==> src/rtl/core/tqpm_pkg.sv <==
// ----------------------------------------------------------------------------
// tqpm_pkg
// Shared types and constants of the two-queue pair matcher.
// ----------------------------------------------------------------------------
package tqpm_pkg;

  localparam int OP_W    = 2;
  localparam int ID_IO_W = 16;

  typedef enum logic [OP_W-1:0] {
    OP_ADD_REQ = 2'd0,
    OP_ADD_SRV = 2'd1,
    OP_MATCH   = 2'd2,
    OP_CANCEL  = 2'd3
  } op_t;

  typedef enum logic [1:0] {
    ST_IDLE,
    ST_DECODE,
    ST_WALK
  } state_t;

  // controller -> datapath
  typedef struct packed {
    logic load;
    logic enq;
    logic match;
    logic walk_init;
    logic walk_step;
    logic walk_fin;
  } cmd_t;

  // datapath -> controller
  typedef struct packed {
    op_t  op;
    logic walk_done;
  } sts_t;

endpackage

==> src/rtl/core/tqpm_ram.sv <==
// ----------------------------------------------------------------------------
// tqpm_ram
// Generic simple dual-port RAM, one write port, one registered read port.
// ----------------------------------------------------------------------------
module tqpm_ram #(
  parameter int WIDTH = 16,
  parameter int DEPTH = 64
) (
  input  logic                     clk,
  input  logic                     we,
  input  logic [$clog2(DEPTH)-1:0] waddr,
  input  logic [WIDTH-1:0]         wdata,
  input  logic [$clog2(DEPTH)-1:0] raddr,
  output logic [WIDTH-1:0]         rdata
);

  logic [WIDTH-1:0] mem [DEPTH];
  logic [WIDTH-1:0] rdata_r;

  always_ff @(posedge clk) begin
    if (we) begin
      mem[waddr] <= wdata;
    end
    rdata_r <= mem[raddr];
  end

  assign rdata = rdata_r;

endmodule

==> src/rtl/core/tqpm_ctrl.sv <==
// ----------------------------------------------------------------------------
// tqpm_ctrl
// Sequencer: accepts a request, dispatches it and steps the cancel walk.
// ----------------------------------------------------------------------------
module tqpm_ctrl
  import tqpm_pkg::*;
(
  input  logic clk,
  input  logic rst_n,
  input  logic start,
  output logic busy,
  input  sts_t sts,
  output cmd_t cmd
);

  state_t state_r, state_nxt;

  always_ff @(posedge clk) begin
    if (!rst_n) begin
      state_r <= ST_IDLE;
    end else begin
      state_r <= state_nxt;
    end
  end

  always_comb begin
    state_nxt = state_r;
    cmd       = '0;
    unique case (state_r)
      ST_IDLE: begin
        if (start) begin
          cmd.load  = 1'b1;
          state_nxt = ST_DECODE;
        end
      end
      ST_DECODE: begin
        unique case (sts.op)
          OP_ADD_REQ, OP_ADD_SRV: begin
            cmd.enq   = 1'b1;
            state_nxt = ST_IDLE;
          end
          OP_MATCH: begin
            cmd.match = 1'b1;
            state_nxt = ST_IDLE;
          end
          OP_CANCEL: begin
            cmd.walk_init = 1'b1;
            state_nxt     = ST_WALK;
          end
          default: state_nxt = ST_IDLE;
        endcase
      end
      ST_WALK: begin
        if (sts.walk_done) begin
          cmd.walk_fin = 1'b1;
          state_nxt    = ST_IDLE;
        end else begin
          cmd.walk_step = 1'b1;
        end
      end
      default: state_nxt = ST_IDLE;
    endcase
  end

  assign busy = (state_r != ST_IDLE);

  a_accept_decode: assert property (@(posedge clk) disable iff (!rst_n)
    (state_r == ST_IDLE && start) |=> (state_r == ST_DECODE))
    else $error("accepted request not decoded");

  a_walk_only_cancel: assert property (@(posedge clk) disable iff (!rst_n)
    (state_r == ST_DECODE && sts.op != OP_CANCEL) |=> (state_r == ST_IDLE))
    else $error("walk entered for non-cancel request");

  a_one_cmd: assert property (@(posedge clk) disable iff (!rst_n)
    $onehot0(cmd))
    else $error("more than one command issued");

endmodule

==> src/rtl/core/tqpm_dp.sv <==
// ----------------------------------------------------------------------------
// tqpm_dp
// Datapath: requester and server ring buffers, cancel compaction, result regs.
// ----------------------------------------------------------------------------
module tqpm_dp
  import tqpm_pkg::*;
#(
  parameter int QUEUE_DEPTH = 64,
  parameter int ID_WIDTH    = 16
) (
  input  logic               clk,
  input  logic               rst_n,
  input  logic [OP_W-1:0]    in_operation,
  input  logic [ID_IO_W-1:0] in_id,
  input  cmd_t               cmd,
  output sts_t               sts,
  output logic               out_strobe,
  output logic               out_pair_valid,
  output logic [ID_IO_W-1:0] out_server_id,
  output logic [ID_IO_W-1:0] out_requester_id,
  output logic               out_overflow
);

  localparam int AW = $clog2(QUEUE_DEPTH);
  localparam int CW = $clog2(QUEUE_DEPTH + 1);
  localparam int SW = (ID_WIDTH < ID_IO_W) ? ID_WIDTH : ID_IO_W;
  localparam logic [CW-1:0] FULL = CW'(QUEUE_DEPTH);

  function automatic logic [AW-1:0] ptr_inc(input logic [AW-1:0] p);
    logic [AW-1:0] r;
    if (p == AW'(QUEUE_DEPTH - 1)) r = '0;
    else                           r = p + AW'(1);
    return r;
  endfunction

  op_t               op_r, op_nxt;
  logic [SW-1:0]     id_r, id_nxt;
  logic [AW-1:0]     req_head_r, req_head_nxt, req_tail_r, req_tail_nxt;
  logic [CW-1:0]     req_cnt_r, req_cnt_nxt;
  logic [AW-1:0]     srv_head_r, srv_head_nxt, srv_tail_r, srv_tail_nxt;
  logic [CW-1:0]     srv_cnt_r, srv_cnt_nxt;
  logic [AW-1:0]     rd_ptr_r, rd_ptr_nxt, wr_ptr_r, wr_ptr_nxt;
  logic [CW-1:0]     left_r, left_nxt, kept_r, kept_nxt;
  logic              pend_r, pend_nxt;
  logic              out_strobe_r, out_strobe_nxt;
  logic              out_pair_r, out_pair_nxt;
  logic [ID_IO_W-1:0] out_srv_r, out_srv_nxt, out_req_r, out_req_nxt;
  logic              out_ovf_r, out_ovf_nxt;

  logic              req_we, srv_we;
  logic [AW-1:0]     req_waddr, req_raddr;
  logic [SW-1:0]     req_rdata, srv_rdata;

  tqpm_ram #(.WIDTH(SW), .DEPTH(QUEUE_DEPTH)) u_req_ram (
    .clk   (clk),
    .we    (req_we),
    .waddr (req_waddr),
    .wdata (cmd.walk_step ? req_rdata : id_r),
    .raddr (req_raddr),
    .rdata (req_rdata)
  );

  tqpm_ram #(.WIDTH(SW), .DEPTH(QUEUE_DEPTH)) u_srv_ram (
    .clk   (clk),
    .we    (srv_we),
    .waddr (srv_tail_r),
    .wdata (id_r),
    .raddr (srv_head_r),
    .rdata (srv_rdata)
  );

  assign req_raddr = cmd.walk_step ? rd_ptr_r : req_head_r;

  always_comb begin
    op_nxt         = op_r;
    id_nxt         = id_r;
    req_head_nxt   = req_head_r;
    req_tail_nxt   = req_tail_r;
    req_cnt_nxt    = req_cnt_r;
    srv_head_nxt   = srv_head_r;
    srv_tail_nxt   = srv_tail_r;
    srv_cnt_nxt    = srv_cnt_r;
    rd_ptr_nxt     = rd_ptr_r;
    wr_ptr_nxt     = wr_ptr_r;
    left_nxt       = left_r;
    kept_nxt       = kept_r;
    pend_nxt       = pend_r;
    out_strobe_nxt = 1'b0;
    out_pair_nxt   = 1'b0;
    out_srv_nxt    = '0;
    out_req_nxt    = '0;
    out_ovf_nxt    = 1'b0;
    req_we         = 1'b0;
    srv_we         = 1'b0;
    req_waddr      = req_tail_r;

    if (cmd.load) begin
      op_nxt = op_t'(in_operation);
      id_nxt = in_id[SW-1:0];
    end

    if (cmd.enq) begin
      out_strobe_nxt = 1'b1;
      if (op_r == OP_ADD_REQ) begin
        if (req_cnt_r == FULL) begin
          out_ovf_nxt = 1'b1;
        end else begin
          req_we       = 1'b1;
          req_tail_nxt = ptr_inc(req_tail_r);
          req_cnt_nxt  = req_cnt_r + CW'(1);
        end
      end else begin
        if (srv_cnt_r == FULL) begin
          out_ovf_nxt = 1'b1;
        end else begin
          srv_we       = 1'b1;
          srv_tail_nxt = ptr_inc(srv_tail_r);
          srv_cnt_nxt  = srv_cnt_r + CW'(1);
        end
      end
    end

    // head data was read while the request was being accepted
    if (cmd.match) begin
      out_strobe_nxt = 1'b1;
      if (req_cnt_r != '0 && srv_cnt_r != '0) begin
        out_pair_nxt           = 1'b1;
        out_srv_nxt[SW-1:0]    = srv_rdata;
        out_req_nxt[SW-1:0]    = req_rdata;
        req_head_nxt           = ptr_inc(req_head_r);
        req_cnt_nxt            = req_cnt_r - CW'(1);
        srv_head_nxt           = ptr_inc(srv_head_r);
        srv_cnt_nxt            = srv_cnt_r - CW'(1);
      end
    end

    if (cmd.walk_init) begin
      rd_ptr_nxt = req_head_r;
      wr_ptr_nxt = req_head_r;
      left_nxt   = req_cnt_r;
      kept_nxt   = '0;
      pend_nxt   = 1'b0;
    end

    // read ahead one entry, compact behind it
    if (cmd.walk_step) begin
      pend_nxt = 1'b0;
      if (left_r != '0) begin
        rd_ptr_nxt = ptr_inc(rd_ptr_r);
        left_nxt   = left_r - CW'(1);
        pend_nxt   = 1'b1;
      end
      if (pend_r && req_rdata != id_r) begin
        req_we     = 1'b1;
        req_waddr  = wr_ptr_r;
        wr_ptr_nxt = ptr_inc(wr_ptr_r);
        kept_nxt   = kept_r + CW'(1);
      end
    end

    if (cmd.walk_fin) begin
      out_strobe_nxt = 1'b1;
      req_cnt_nxt    = kept_r;
      req_tail_nxt   = wr_ptr_r;
    end
  end

  always_ff @(posedge clk) begin
    if (!rst_n) begin
      req_head_r   <= '0;
      req_tail_r   <= '0;
      req_cnt_r    <= '0;
      srv_head_r   <= '0;
      srv_tail_r   <= '0;
      srv_cnt_r    <= '0;
      rd_ptr_r     <= '0;
      wr_ptr_r     <= '0;
      left_r       <= '0;
      kept_r       <= '0;
      pend_r       <= 1'b0;
      out_strobe_r <= 1'b0;
    end else begin
      req_head_r   <= req_head_nxt;
      req_tail_r   <= req_tail_nxt;
      req_cnt_r    <= req_cnt_nxt;
      srv_head_r   <= srv_head_nxt;
      srv_tail_r   <= srv_tail_nxt;
      srv_cnt_r    <= srv_cnt_nxt;
      rd_ptr_r     <= rd_ptr_nxt;
      wr_ptr_r     <= wr_ptr_nxt;
      left_r       <= left_nxt;
      kept_r       <= kept_nxt;
      pend_r       <= pend_nxt;
      out_strobe_r <= out_strobe_nxt;
    end
  end

  always_ff @(posedge clk) begin
    op_r       <= op_nxt;
    id_r       <= id_nxt;
    out_pair_r <= out_pair_nxt;
    out_srv_r  <= out_srv_nxt;
    out_req_r  <= out_req_nxt;
    out_ovf_r  <= out_ovf_nxt;
  end

  assign sts.op        = op_r;
  assign sts.walk_done = (left_r == '0) && !pend_r;

  assign out_strobe       = out_strobe_r;
  assign out_pair_valid   = out_pair_r;
  assign out_server_id    = out_srv_r;
  assign out_requester_id = out_req_r;
  assign out_overflow     = out_ovf_r;

  a_cnt_bound: assert property (@(posedge clk) disable iff (!rst_n)
    (req_cnt_r <= FULL) && (srv_cnt_r <= FULL))
    else $error("queue count beyond depth");

  a_kept_bound: assert property (@(posedge clk) disable iff (!rst_n)
    cmd.walk_step |-> (kept_r + left_r <= req_cnt_r))
    else $error("cancel walk keeps more than it read");

  a_result_flags: assert property (@(posedge clk) disable iff (!rst_n)
    out_strobe_r |-> !(out_pair_r && out_ovf_r))
    else $error("pair and overflow flagged together");

  a_pulse: assert property (@(posedge clk) disable iff (!rst_n)
    out_strobe_r |=> !out_strobe_r)
    else $error("result strobe longer than one cycle");

endmodule

==> src/rtl/core/two_queue_pair_matcher_core.sv <==
// ----------------------------------------------------------------------------
// two_queue_pair_matcher_core
// Requester and server FIFOs with head matching and requester cancel.
//
//   channel  ports                                   handshake
//   request  in_operation, in_id                     start & !busy
//   result   out_pair_valid, out_server_id,          out_strobe, one cycle
//            out_requester_id, out_overflow
//
// Enqueue and match: dispatched in DECODE, result strobed in the next cycle.
// Cancel: duration set by the walk through the requester RAM (one entry read
// and one compacted per cycle on its single ports).
// busy stays high until the request is finished; one request at a time.
// Synchronous active-low reset empties both queues; RAM contents are kept.
// Results cannot be stalled: out_strobe is high for exactly one cycle.
// ----------------------------------------------------------------------------
module two_queue_pair_matcher_core
  import tqpm_pkg::*;
#(
  parameter int QUEUE_DEPTH = 64,
  parameter int ID_WIDTH    = 16
) (
  input  logic               clk,
  input  logic               rst_n,
  input  logic               start,
  output logic               busy,
  input  logic [OP_W-1:0]    in_operation,
  input  logic [ID_IO_W-1:0] in_id,
  output logic               out_strobe,
  output logic               out_pair_valid,
  output logic [ID_IO_W-1:0] out_server_id,
  output logic [ID_IO_W-1:0] out_requester_id,
  output logic               out_overflow
);

  cmd_t cmd;
  sts_t sts;

  tqpm_ctrl u_ctrl (
    .clk   (clk),
    .rst_n (rst_n),
    .start (start),
    .busy  (busy),
    .sts   (sts),
    .cmd   (cmd)
  );

  tqpm_dp #(
    .QUEUE_DEPTH (QUEUE_DEPTH),
    .ID_WIDTH    (ID_WIDTH)
  ) u_dp (
    .clk              (clk),
    .rst_n            (rst_n),
    .in_operation     (in_operation),
    .in_id            (in_id),
    .cmd              (cmd),
    .sts              (sts),
    .out_strobe       (out_strobe),
    .out_pair_valid   (out_pair_valid),
    .out_server_id    (out_server_id),
    .out_requester_id (out_requester_id),
    .out_overflow     (out_overflow)
  );

endmodule
==> config.mk <==
export PLATFORM = sky130hd
export DESIGN_NAME = two_queue_pair_matcher_core
export DESIGN_NICKNAME = d
export VERILOG_FILES = /design/src/rtl/core/tqpm_pkg.sv /design/src/rtl/core/tqpm_ram.sv /design/src/rtl/core/tqpm_ctrl.sv /design/src/rtl/core/tqpm_dp.sv /design/src/rtl/core/two_queue_pair_matcher_core.sv
export SDC_FILE = /design/constraint.sdc
export NUM_CORES = 2
export LEC_CHECK = 0
export BUFFER_PORTS_ARGS = -buffer_cell sky130_fd_sc_hd__buf_2
export CAP_MARGIN = 30
export CORE_ASPECT_RATIO = 1.2
export CORE_MARGIN = 5
export CORE_UTILIZATION = 56
export DETAILED_ROUTE_END_ITERATION = 10
export PLACE_DENSITY = 0.79
export SYNTH_ARGS = -nofsm -noshare
export SYNTH_HDL_FRONTEND = slang
export SYNTH_HIERARCHICAL = 1
export SYNTH_SLANG_ARGS = --single-unit
export TNS_END_PERCENT = 5
==> constraint.sdc <==
create_clock -name clk -period 6.25 [get_ports clk]
set_input_delay 0 -clock clk [delete_from_list [all_inputs] [get_ports clk]]
set_output_delay 0 -clock clk [all_outputs]
set_load 0.01 [all_outputs]
## Word level (Yosys, flattened, before mapping)

Memory sizes are Yosys's and may differ from the RTL's. A register that Yosys moved wholly into a read port is not among the register bits.
Cells that the tools add are included.

| operators by class | value |
|---|---|
| add/sub/neg operators | 12 |
| reduce and logical (&&, ||, !) cells | 20 |
| equal/unequal tests | 17 |
| bitwise logic cells | 2 |
| mux-type cells | 72 |

Operators with widths:

| operator | count |
|---|---|
| $mux W7 | 17 |
| $mux W6 | 19 |
| $add A6 B1 Y6 const B | 6 |
| $eq A6 B6 Y1 const B | 6 |
| $mux W1 | 29 |
| $add A7 B1 Y7 const B | 3 |
| $reduce_bool A7 Y1 | 3 |
| $sub A7 B1 Y7 const B | 3 |
| $mux W16 | 1 |
| $ne A16 B16 Y1 | 1 |
| $eq A7 B7 Y1 const B | 2 |
| $reduce_bool A2 Y1 | 4 |
| $logic_not A7 Y1 | 1 |
| $eq A2 B2 Y1 const B | 3 |
| $mux W2 | 3 |
| $ne A2 B2 Y1 const B | 3 |
| $pmux W2 S3 | 1 |
| $reduce_and A3 Y1 | 2 |
| $eq A2 B1 Y1 const B | 2 |
| $logic_not A2 Y1 | 2 |
| $pmux W2 S2 | 1 |
| $reduce_and A2 Y1 | 2 |
| $logic_and A1 B1 Y1 | 3 |
| $mux W3 | 1 |
| other kinds (4) | 5 |

| storage, ports and cells | value |
|---|---|
| memory bits (writable) | 2,048 |
| register bits | 120 |
| bits of input ports | 21 |
| memories | 2 |

Memories:

| memory | depth | width | rd ports | clocked after memory_dff | wr ports | line | text |
|---|---|---|---|---|---|---|---|
| u_dp.u_req_ram.mem | 64 | 16 | 1 | 1 | 1 | tqpm_ram.sv:17 | `logic [WIDTH-1:0] mem [DEPTH];` |
| u_dp.u_srv_ram.mem | 64 | 16 | 1 | 1 | 1 | tqpm_ram.sv:17 |  |

## Longest topological paths before layout

| depth | value |
|---|---|
| depth in word-level cells | 9 |
| depth in mapped cells | 18 |
| mapped depth without buffers | 11 |

## Cells and area by module

Netlist, hierarchy kept.

Modules (own cells, without submodules):

| module | times used | area each (µm²) | cells an instance |
|---|---|---|---|
| tqpm_ram | 2 | 40,042.2 | 1,829 |
| tqpm_dp | 1 | 5,879.4 | 641 |
| tqpm_ctrl | 1 | 121.4 | 11 |

## Worst setup path after synthesis

OpenSTA, ideal clock, no wires.

| timing | value |
|---|---|
| kind | flip-flop to flip-flop |
| start point | register u_dp.id_r[8] |
| end point | memory u_dp.u_req_ram.mem[48][0], enable pin |
| period minus slack after synthesis | 4.632 ns |
| arrival | 4.223 ns |
| library setup time | 0.409 ns |
| path slack | 1.618 ns |
| stages on the path, launching flop included | 12 |
| path buffers | 3 |
| cell sequence | edfxtp_1 -> xor2_1 -> nor4_1 -> and4_1 -> clkbuf_1 -> nor2_1 -> clkbuf_1 -> mux2_2 -> clkbuf_1 -> nor2b_1 -> nand4b_1 -> nor3_1 |

RTL lines:

| element | line | text |
|---|---|---|
| from (decl) | tqpm_dp.sv:37 | `logic [SW-1:0] id_r, id_nxt;` |
| from (signal assigned) | tqpm_dp.sv:200 | `id_r <= id_nxt;` |
| $ne A16 B16 Y1 | tqpm_dp.sv:153 | `if (pend_r && req_rdata != id_r) begin` |
| $logic_and A1 B1 Y1 | tqpm_dp.sv:153 |  |
| $mux W6 | tqpm_dp.sv:153 |  |
| $mux W6 | tqpm_dp.sv:146 | `if (cmd.walk_step) begin` |
| net u_dp.req_waddr[3] | tqpm_dp.sv:51 | `logic [AW-1:0] req_waddr, req_raddr;` |
| to (decl) | tqpm_ram.sv:17 |  |

The timed path passes the listed nets, and every way through them passes these cells.

==> metrics.cfg <==
[sta]
period_share_pct = 78.7
layout_setup_ws_ns = 1.33
grt_setup_unrepaired = false
maxSlewViolCount = 0
setup_viol = 0
clock_skew_ns = 0.0377
hold_violations = 0
tightest_slew_ns = 1.06
timing.setup.tns_ns = 0
maxSlewHeadroom_pct = 29.2
whs_ns = 0.0543
fmax_mhz = 203
fin_crit_ns = 4.92

[global_routing]
grt_antenna_before_repair = 17
grt_pass1_vias = 44420
gr-total-overflow = 0
grt_use_total_pct = 26.1
grt_max_degree = 95
grt_pass1_wl_microns = 307000

[layout]
multi_input_area_sq_um = 19800
seqCellArea_sq_um = 64700
syn2layout_area_growth_pct = 10.9
instances_no_fill = 6706
n_fill_cell = 9744
nets = 4593
drive_gt1_share_pct = 23.5

[power]
total_power_mw = 28.1
p_per_area_nw_per_um2 = 295
peakVddDrop_v = 0.000279
leakage_nw = 29.3

[yosys]
ys_ff_latch = 2200
synth.avg_cell_area_sq_um = 20.0
synth_top_cell_area_share_pct = 72.1
synth.yosys.warnings = 6
synth_cells = 4310
synth_nets = 4344
synthArstFlopShare_pct = 0
synth_cell_types = 81
synth_area_sq_um = 86100
yosysTopAreaCell = edfxtp_1
synth_flop_cell = edfxtp_1
synth-seq-area-share_pct = 75.2
synth_area_leaders = edfxtp_1 72%, mux4_2 12%, dfxtp_1 3.1%, mux2i_1 2.0%, mux2_2 1.1%
synth_edf_count = 2066

[placed_design]
place_ws_ns = 1.58
numPortBuffers = 56
dp_hpwl_microns = 124000
dp_cells = 6320
place.gp.congestion = 0.873

[drt]
routed_via_density = 6.73
remaining_drc_errors = 0
vias = 45159
wl_per_cell_microns = 31.6
routed_wl_microns = 212000
drtIter0Drc = 6913
ant_nets = 0
first_pass_iters = 9

[floorplan]
die_w_microns = 368
ios = 57
coreArea_sq_um = 153000
die_h_microns = 439
start_util_pct = 56.4
die_area_sq_um = 162000
rows = 157

[worst_setup_path]
r2r_cells = 11
cp_data_arrival_time_ns = 5.56
start_kind = register
path_max_fanout = 94
cp_slowest_cell = mux2_8
cp-end-kind = register
path_cells = nor3_1 > nand3_1 > nor2_1 > nor3b_4 > buf_4 > mux2_8 > buf_4 > mux4_2 > mux2_2 > a221oi_1 > a311oi_1
path_class = reg -> reg
reg2reg_from = u_dp/left_r[3]
startpoint = u_dp/left_r[3]
cp_common_cell = buf_4
cp_slowest_stage_delay_ns = 0.83
crit_required_ns = 6.89

[flow_run]
max-cap-violations = 0

[cts]
cts-root-buf = clkbuf_16
clock_latency_ns = 0.82
postCtsSetupBuffers = 0
clock_path_buffers = 3
htreeDepth = 4
cts_made_buffers = 186
clk_pin_slew_ns = 0.07
clock_sinks = 2200
cts_tree = yes

[worst_hold_path]
hold_start = in_id[0]
min_path_type = in -> reg
worstHoldPathCells = 2

[run_status]
status = finished clean

-- final timing paths --
path,to,slack (ns)
setup / recovery,u_dp/u_req_ram/rdata[3],1.33
hold / removal,u_dp/id_r[0],0.05
setup reg to reg,u_dp/u_req_ram/rdata[3],1.33
hold reg to reg,u_dp/out_server_id[5],0.45
-- cells by family after synthesis --
| kind of cell | count (synthesis) | synth area share (%) |
|---|---|---|
| mux | 708 | 14.9 |
| xor+xnor | 33 | 0.336 |
| buf+inv | 263 | 1.96 |
| flops | 2200 | 75.2 |
| compound gates | 409 | 3.43 |
| simple gates | 684 | 4.00 |
| fa+ha+maj | 13 | 0.189 |
-- cells in the final DEF, fill, tap and decap left out, types with 14 or more instances in the layout --
cell type / n
clkbuf_16: 191
nor3_1: 19
nand3_1: 72
a211o_1: 17
a221oi_1: 32
a31oi_1: 26
dlygate4sd3_1: 34
nand2_1: 167
buf_4: 203
edfxtp_1: 2066
mux2_2: 82
inv_1: 14
clkinv_1: 42
mux4_2: 440
a221o_1: 14
nand4_1: 34
dfxtp_1: 130
clkinv_2: 23
and3_1: 46
a21oi_1: 75
nor2b_1: 66
a211oi_1: 25
mux2i_1: 175
nor2_1: 174
a311oi_1: 21
a22oi_1: 81
xor2_1: 27
o21ai_0: 39
clkbuf_1: 42
bufinv_16: 17
buf_2: 57
-- metal layers --
layer	wire (microns)	vias up	global-route usage, %
met5	40	-	0
li1	-	18212	-
met4	9010	6	9.75
met2	102000	3234	41.5
met3	25700	519	5.79
met1	75100	23188	36.2
-- synthesized netlist by cell type (17+ instances only) --
cell      instances
dfxtp_1         134
buf_4            26
edfxtp_1       2066
a311oi_1         21
buf_2            73
a211o_1          17
a211oi_1         25
a21oi_1          75
mux2_2           85
mux4_2          440
buf_6            36
a221oi_1         32
xor2_1           27
clkbuf_1         81
nand3_1          72
and3_1           46
nor2b_1          67
a22oi_1          81
nand4_1          34
nand2_1         167
a31oi_1          26
o21ai_0          39
mux2i_1         175
nor3_1           23
nor2_1          182
-- critical path, delay by kind of cell (launching register included) --
| kind | cells | cell delay, ns |
|---|---|---|
| multiplexers | 3 | 1.52 |
| AO/OA/AOI/OAI | 2 | 0.89 |
| buffers and inverters | 2 | 0.94 |
| flip-flops | 1 | 0.33 |
| AND/OR/NAND/NOR | 4 | 0.93 |
-- final cells by class --
cell class,instances,area share (%)
clock inverters,96,0.955
flip-flops and latches,2200,67.8
repair buffers,309,2.54
multi-input cells,1847,20.7
clock buffers,242,5.30
inverters,15,0.0590
well taps,1987,2.60
diodes,10,0.0262
-- power breakdown --
group / total (mW) / internal [mW] / switching (mW) / leakage [nW]
combinational: 0.501 / 0.0858 / 0.416 / 6.71
clock: 11.4 / 6.40 / 5.05 / 2.91
sequential: 16.2 / 16.2 / 0.0223 / 19.7
-- stage by stage --
step	cell area [sq um]	util, %
finish	95500	62.5
global route	95400	62.5
CTS	95400	62.5
detailed placement	89100	58.4
global placement	89000	58.3
floorplan	86100	-
-- state kept, by name (all words and copies together) (netlist names), 2 cells and up --
signal                 count
u_dp/wr_ptr_r              6
u_dp/u_req_ram/rdata      16
u_dp/req_tail_r            6
u_dp/srv_cnt_r             7
u_dp/out_requester_id     16
u_dp/left_r                7
u_dp/id_r                 16
u_dp/u_req_ram/mem      1024
u_dp/req_cnt_r             7
u_dp/rd_ptr_r              6
u_dp/kept_r                7
u_dp/op_r                  2
u_dp/u_srv_ram/rdata      16
u_dp/srv_tail_r            6
u_dp/srv_head_r            6
u_dp/u_srv_ram/mem      1024
u_dp/req_head_r            6
u_ctrl/state_r             2
u_dp/out_server_id        16
-- timing repair --
action	in CTS	in global routing
hold buffers	34	0
gates resized for setup	0	0
hold endpoints to repair	60	0
No activity file was read; power rests on OpenSTA's default activity.
